File: src/design/v3n_pkg.sv
package v3n_pkg;
   localparam int OUT_WIDTH = 18;
   localparam int SUM_WIDTH = 64;
   localparam int ROOT_WIDTH = 32;
endpackage

File: src/design/v3n_queue.sv
module v3n_queue import v3n_pkg::*; #(
   parameter int WIDTH = 8
) (
   input  logic             clock,
   input  logic             reset,
   input  logic             in_valid,
   output logic             in_ready,
   input  logic [WIDTH-1:0] in_data,
   output logic             out_valid,
   input  logic             out_ready,
   output logic [WIDTH-1:0] out_data
);
   logic [WIDTH-1:0] mem_ff [2];
   logic [1:0] cnt_ff;
   logic       wp_ff, rp_ff;
   logic       push, pop;

   assign in_ready  = (cnt_ff != 2'd2);
   assign out_valid = (cnt_ff != 2'd0);
   assign out_data  = mem_ff[rp_ff];
   assign push = in_valid && in_ready;
   assign pop  = out_valid && out_ready;

   always_ff @(posedge clock) begin
      if (reset) begin
         cnt_ff <= '0;
         wp_ff  <= 1'b0;
         rp_ff  <= 1'b0;
      end else begin
         if (push) wp_ff <= !wp_ff;
         if (pop) rp_ff <= !rp_ff;
         cnt_ff <= cnt_ff + 2'(push) - 2'(pop);
      end
      if (push) mem_ff[wp_ff] <= in_data;
   end
endmodule

File: config.mk
export PLATFORM = sky130hd
export DESIGN_NAME = v3n_queue
export DESIGN_NICKNAME = d
export VERILOG_FILES = /design/src/design/v3n_pkg.sv /design/src/design/v3n_queue.sv
export SDC_FILE = /design/constraint.sdc
export NUM_CORES = 1
export LEC_CHECK = 0
export BUFFER_PORTS_ARGS = -buffer_cell sky130_fd_sc_hd__buf_2
export CAP_MARGIN = 20
export CORE_MARGIN = 5
export CORE_UTILIZATION = 49
export CTS_CLUSTER_SIZE = 10
export DETAILED_ROUTE_END_ITERATION = 8
export PLACE_DENSITY = 0.79
export SETUP_SLACK_MARGIN = 0.3
export SLEW_MARGIN = 20
export SYNTH_ARGS = -nofsm -noshare
export SYNTH_HDL_FRONTEND = slang
export SYNTH_SLANG_ARGS = --single-unit
File: constraint.sdc
create_clock -name clock -period 1.6 [get_ports clock]
set_input_delay 0.32 -clock clock [delete_from_list [all_inputs] [get_ports clock]]
set_output_delay 0.32 -clock clock [all_outputs]
set_load 0.1 [all_outputs]
### Word level (Yosys, flattened, before mapping)

Memories as Yosys holds them, arrays and structs flattened. A register that Yosys moved wholly into a read port is not among the register bits.
Index checks and enable logic that the tools add are counted.

| operators by class | value |
|---|---|
| add/sub/neg operators | 2 |
| equal/unequal tests | 1 |
| muxes and demuxes | 4 |
| reduce and logical (&&, ||, !) cells | 5 |

Operator list:

| operator | number |
|---|---|
| $mux W1 | 4 |
| $add A2 B1 Y2 | 1 |
| $logic_and A1 B1 Y1 | 2 |
| $logic_not A1 Y1 | 2 |
| $ne A2 B2 Y1 const B | 1 |
| $reduce_bool A2 Y1 | 1 |
| $sub A2 B1 Y2 | 1 |

| word-level totals | value |
|---|---|
| flip-flop bits (word level) | 4 |
| memory bits (writable) | 16 |
| logic and storage cells | 16 |
| memories | 1 |

Memories:

| memory | depth | width | rd ports | clocked after Yosys merged registers in | write ports | RTL line | text |
|---|---|---|---|---|---|---|---|
| mem_ff | 2 | 8 | 1 | 1 | 1 | v3n_queue.sv:13 | `logic [WIDTH-1:0] mem_ff [2];` |

### Logic depth before layout (Yosys ltp)

| logic depth | value |
|---|---|
| depth in word-level cells | 4 |
| gate-level depth with buffers | 6 |
| mapped depth without buffers | 6 |

### Least setup slack after synthesis

OpenSTA, ideal clock, no wires.

| timing | value |
|---|---|
| path type | reg-to-reg |
| start point | reg cnt_ff[0] |
| end point | mem mem_ff[1][0], enable pin |
| setup time | 0.333 ns |
| data arrival time | 1.652 ns |
| data required time | 1.267 ns |
| setup slack | -0.384 ns |
| cell stages (with the launch flop) | 3 |
| path buffers | 0 |
| period minus slack after synthesis | 1.984 ns |
| cell sequence | dfxtp_1 > nand2b_1 > and3_1 |

| between the ends | value |
|---|---|
| word-level cells in the longest chain between the ends | 4 |

Ends and longest elaborated chain:

| element | RTL line | text |
|---|---|---|
| from (decl) | v3n_queue.sv:14 | `logic [1:0] cnt_ff;` |
| from (signal assigned) | v3n_queue.sv:32 | `cnt_ff <= cnt_ff + 2'(push) - 2'(pop);` |
| $ne A2 B2 Y1 | v3n_queue.sv:18 | `assign in_ready = (cnt_ff != 2'd2);` |
| net in_ready | v3n_queue.sv:7 | `output logic in_ready,` |
| $logic_and A1 B1 Y1 | v3n_queue.sv:21 | `assign push = in_valid && in_ready;` |
| $mux W1 | v3n_queue.sv:34 | `if (push) mem_ff[wp_ff] <= in_data;` |
| $mux W1 (not written as such) | v3n_queue.sv:34 |  |
| to (decl) | v3n_queue.sv:13 |  |

The timed path passes the listed nets, and every way through them passes these cells.

==> results.yml <==
status:
  status: "finished, final reports clean"
sta:
  slew_viol_final: 0
  finalClockSkew_ps: 2.320
  period_share_pct: 99.68
  setup_viol: 0
  hold_viol_final: 0
  max-slew-margin-rel_pct: 66.42
  worst_slack_ps: 5.127
  fmax_mhz: 627.0
  fin_hold_ws_ps: 201.2
  min_period_ps: 1595
  worst_pin_slew_ps: 496.5
  rsz0062_at_grt: "yes"
clocking:
  numCtsBuffers: 3
  clk_pin_slew_ps: 120
  cts-root-buf: "clkbuf_4"
  insertion_delay_ps: 300
  clock_sinks: 21
  clk_path_buf_depth: 2
  holdBufCountCts: 0
  tritoncts: "built"
  cts_htree_levels: 1
hold_path:
  hold_depth: 1
  holdPathEnd: "mem_ff[0][2]$_DFFE_PP_"
  min_path_type: "primary input to flop"
  min_from: "in_data[2]"
power:
  vdd_drop_max_mv: 1.313
  leakage_nw: 0.5379
  p_per_area_nw_per_um2: 1746
yosys:
  syn_area_per_cell_um2: 15.41
  synthFlopType: "edfxtp_1"
  yosys_warnings: 0
  synth.largest_area_cell: "edfxtp_1"
  async_flop_share_pct: 0
  synth_top_area_share_pct: 57.74
  synth_nets: 67
  synth_area_um2: 832.0
  synth_area_leaders: "edfxtp_1 (58%), dfxtp_1 (12%), mux2_2 (11%)"
  synth-edff-count: 16
  synth-seq-cells: 21
  synthCells: 54
  yosys.cell_types.count: 23
  ys_seq_area_share_pct: 69.77
floorplan:
  initial_core_util_pct: 53.37
  die_area_um2: 2622
  die_w_um: 51.21
  die_h_um: 51.21
  io-pin-count: 22
  fp.coreArea_um2: 1559
  num_rows: 14
detailed_routing:
  drc: 0
  dr.pass1.iters: 2
  vias_per_cell: 5.564
  ant_nets: 0
  post_drt_wl_per_cell_um: 19.46
  vias: 562
  drt_wl_total_um: 1965
  drt_iter0_drc: 4
setup_path:
  rr_startpoint: "cnt_ff[1]$_SDFF_PP0_"
  cp_max_fo: 8
  required_ps: 1280
  arrival_ps: 1270
  rr_endpoint: "cnt_ff[1]$_SDFF_PP0_"
  crit_path_end_kind: "output pin"
  r2r_slack_ps: 230
  worstSetupStartpointType: "flop"
  critPathKind: "flop to output pin"
  r2r_cells: 7
place:
  place_area_um2: 1087
  dp.cells: 90
  gp_congestion: 0.7186
  numPortBuffers: 21
  pre_cts_ws_ps: 100.7
  hpwl_um: 1073
global_route:
  grt_pass1_wl_um: 2870
  grt_pass1_vias: 593
  antenna_found_initial: 0
  grt_util_all_layers_pct: 15.68
  grt_start_max_net_pins: 13
  gr-total-overflow: 0
cells_and_area:
  multi_input_area_um2: 355.3
  final_cell_count_no_fill: 101
  final_util_pct: 84.91
  fin_area_um2: 1324
  syn_to_final_growth_pct: 59.10
  fillerInstances: 67
  antenna_cells: 0
  regArea_um2: 591.8
  fin_nets: 99
  drive_gt1_share_pct: 67.06
flow_run:
  drv_cap: 0
placed cells by master (no fill, tap or decap):
master / Yosys / routed
a21bo_2: 1 / 1
a21oi_1: 1 / 1
and2b_2: 0 / 1
and3_1: 2 / 1
and3_4: 0 / 1
buf_12: 0 / 10
buf_2: 1 / 11
buf_4: 0 / 3
buf_6: 0 / 4
clkbuf_4: 0 / 3
clkinv_2: 0 / 1
dfxtp_1: 5 / 2
dfxtp_4: 0 / 3
edfxtp_1: 16 / 16
ha_4: 0 / 1
inv_4: 0 / 1
mux2_4: 0 / 8
nand2b_4: 0 / 1
nand3_1: 1 / 1
nand3b_1: 1 / 1
nor2_1: 4 / 2
nor2_4: 0 / 2
nor2b_4: 0 / 1
nor3_1: 1 / 1
nor4_4: 0 / 1
nor4bb_2: 0 / 1
o21ai_0: 2 / 1
o21ai_2: 0 / 1
o21ba_4: 0 / 1
o31a_1: 1 / 1
or2_4: 0 / 1
xor2_1: 1 / 1
per-stage QoR:
stage / TNS (ps) / total power, mW
6_report: 0 / 2.312
5_1_grt: -387.7 / 2.405
4_1_cts: 0 / 2.174
3_5_place_dp: 0 / 1.735
3_3_place_gp: 0 / 1.711
2_1_floorplan: 0 / 1.433
cells in the mapped netlist (2+ instances only):
master    number
nor2_1         4
and3_1         2
dfxtp_1        5
edfxtp_1      16
mux2_2         8
o21ai_0        2
repair_timing:
action                                  4_1_cts  5_1_grt
pin swaps                                     6        4
resized for setup                            25       15
endpoints found under the setup margin       12       12
gates cloned                                  0        0
setup buffers                                 5        2
critical path: stages, from the launching register on:
cell,delay [ps]
dfxtp_4,470
mux2_4,340
buf_12,170
layout make-up:
type	instances	area share (%)
tap	16	1.512
sequential	21	44.71
multi-input combinational	31	26.84
timing repair buffer	28	24.39
inverter	1	0.4726
clock buffer	3	1.701
clock inverter	1	0.3781
sequential cells by signal (all words and copies together) (netlist names), named ones only:
signal  flops
cnt_ff      2
mem_ff     16
wp_ff       1
rp_ff       1
per-layer routing:
metal / up-vias / share of wire (%) / track usage, %
li1: 264 / - / -
met1: 275 / 41 / 17.64
met2: 17 / 51 / 26.61
met3: 6 / 5.3 / 4.651
met5: - / 0 / 0
met4: 0 / 2.4 / 8.520
logic make-up after synthesis:
logic type      count (synthesis)  synth area share (%)
compound gates                  6                 5.263
simple gates                   15                 10.53
flops                          21                 69.77
mux                             8                 10.83
fa+ha+maj                       1                 1.504
xor+xnor                        1                 1.053
buf+inv                         2                 1.052
how the worst max path moves through the flow:
stage / cells after the start / slack [ps] / endpoint
6_report: 2 / 5 / out_data[2]
5_1_grt: 2 / -50 / out_data[2]
4_1_cts: 2 / 3 / out_data[2]
3_5_place_dp: 7 / 100 / cnt_ff[1]$_SDFF_PP0_
3_3_place_gp: 7 / 170 / cnt_ff[1]$_SDFF_PP0_
2_1_floorplan: 2 / 260 / out_data[0]
report_power, final:
part	switching (mW)	internal, mW	leakage (nW)
clock	0.161	0.0930	0.0177
combinational	0.742	0.565	0.327
sequential	0.0719	0.679	0.193
total	0.975	1.34	0.538
Note: power is estimated with default switching activity, not from simulation.
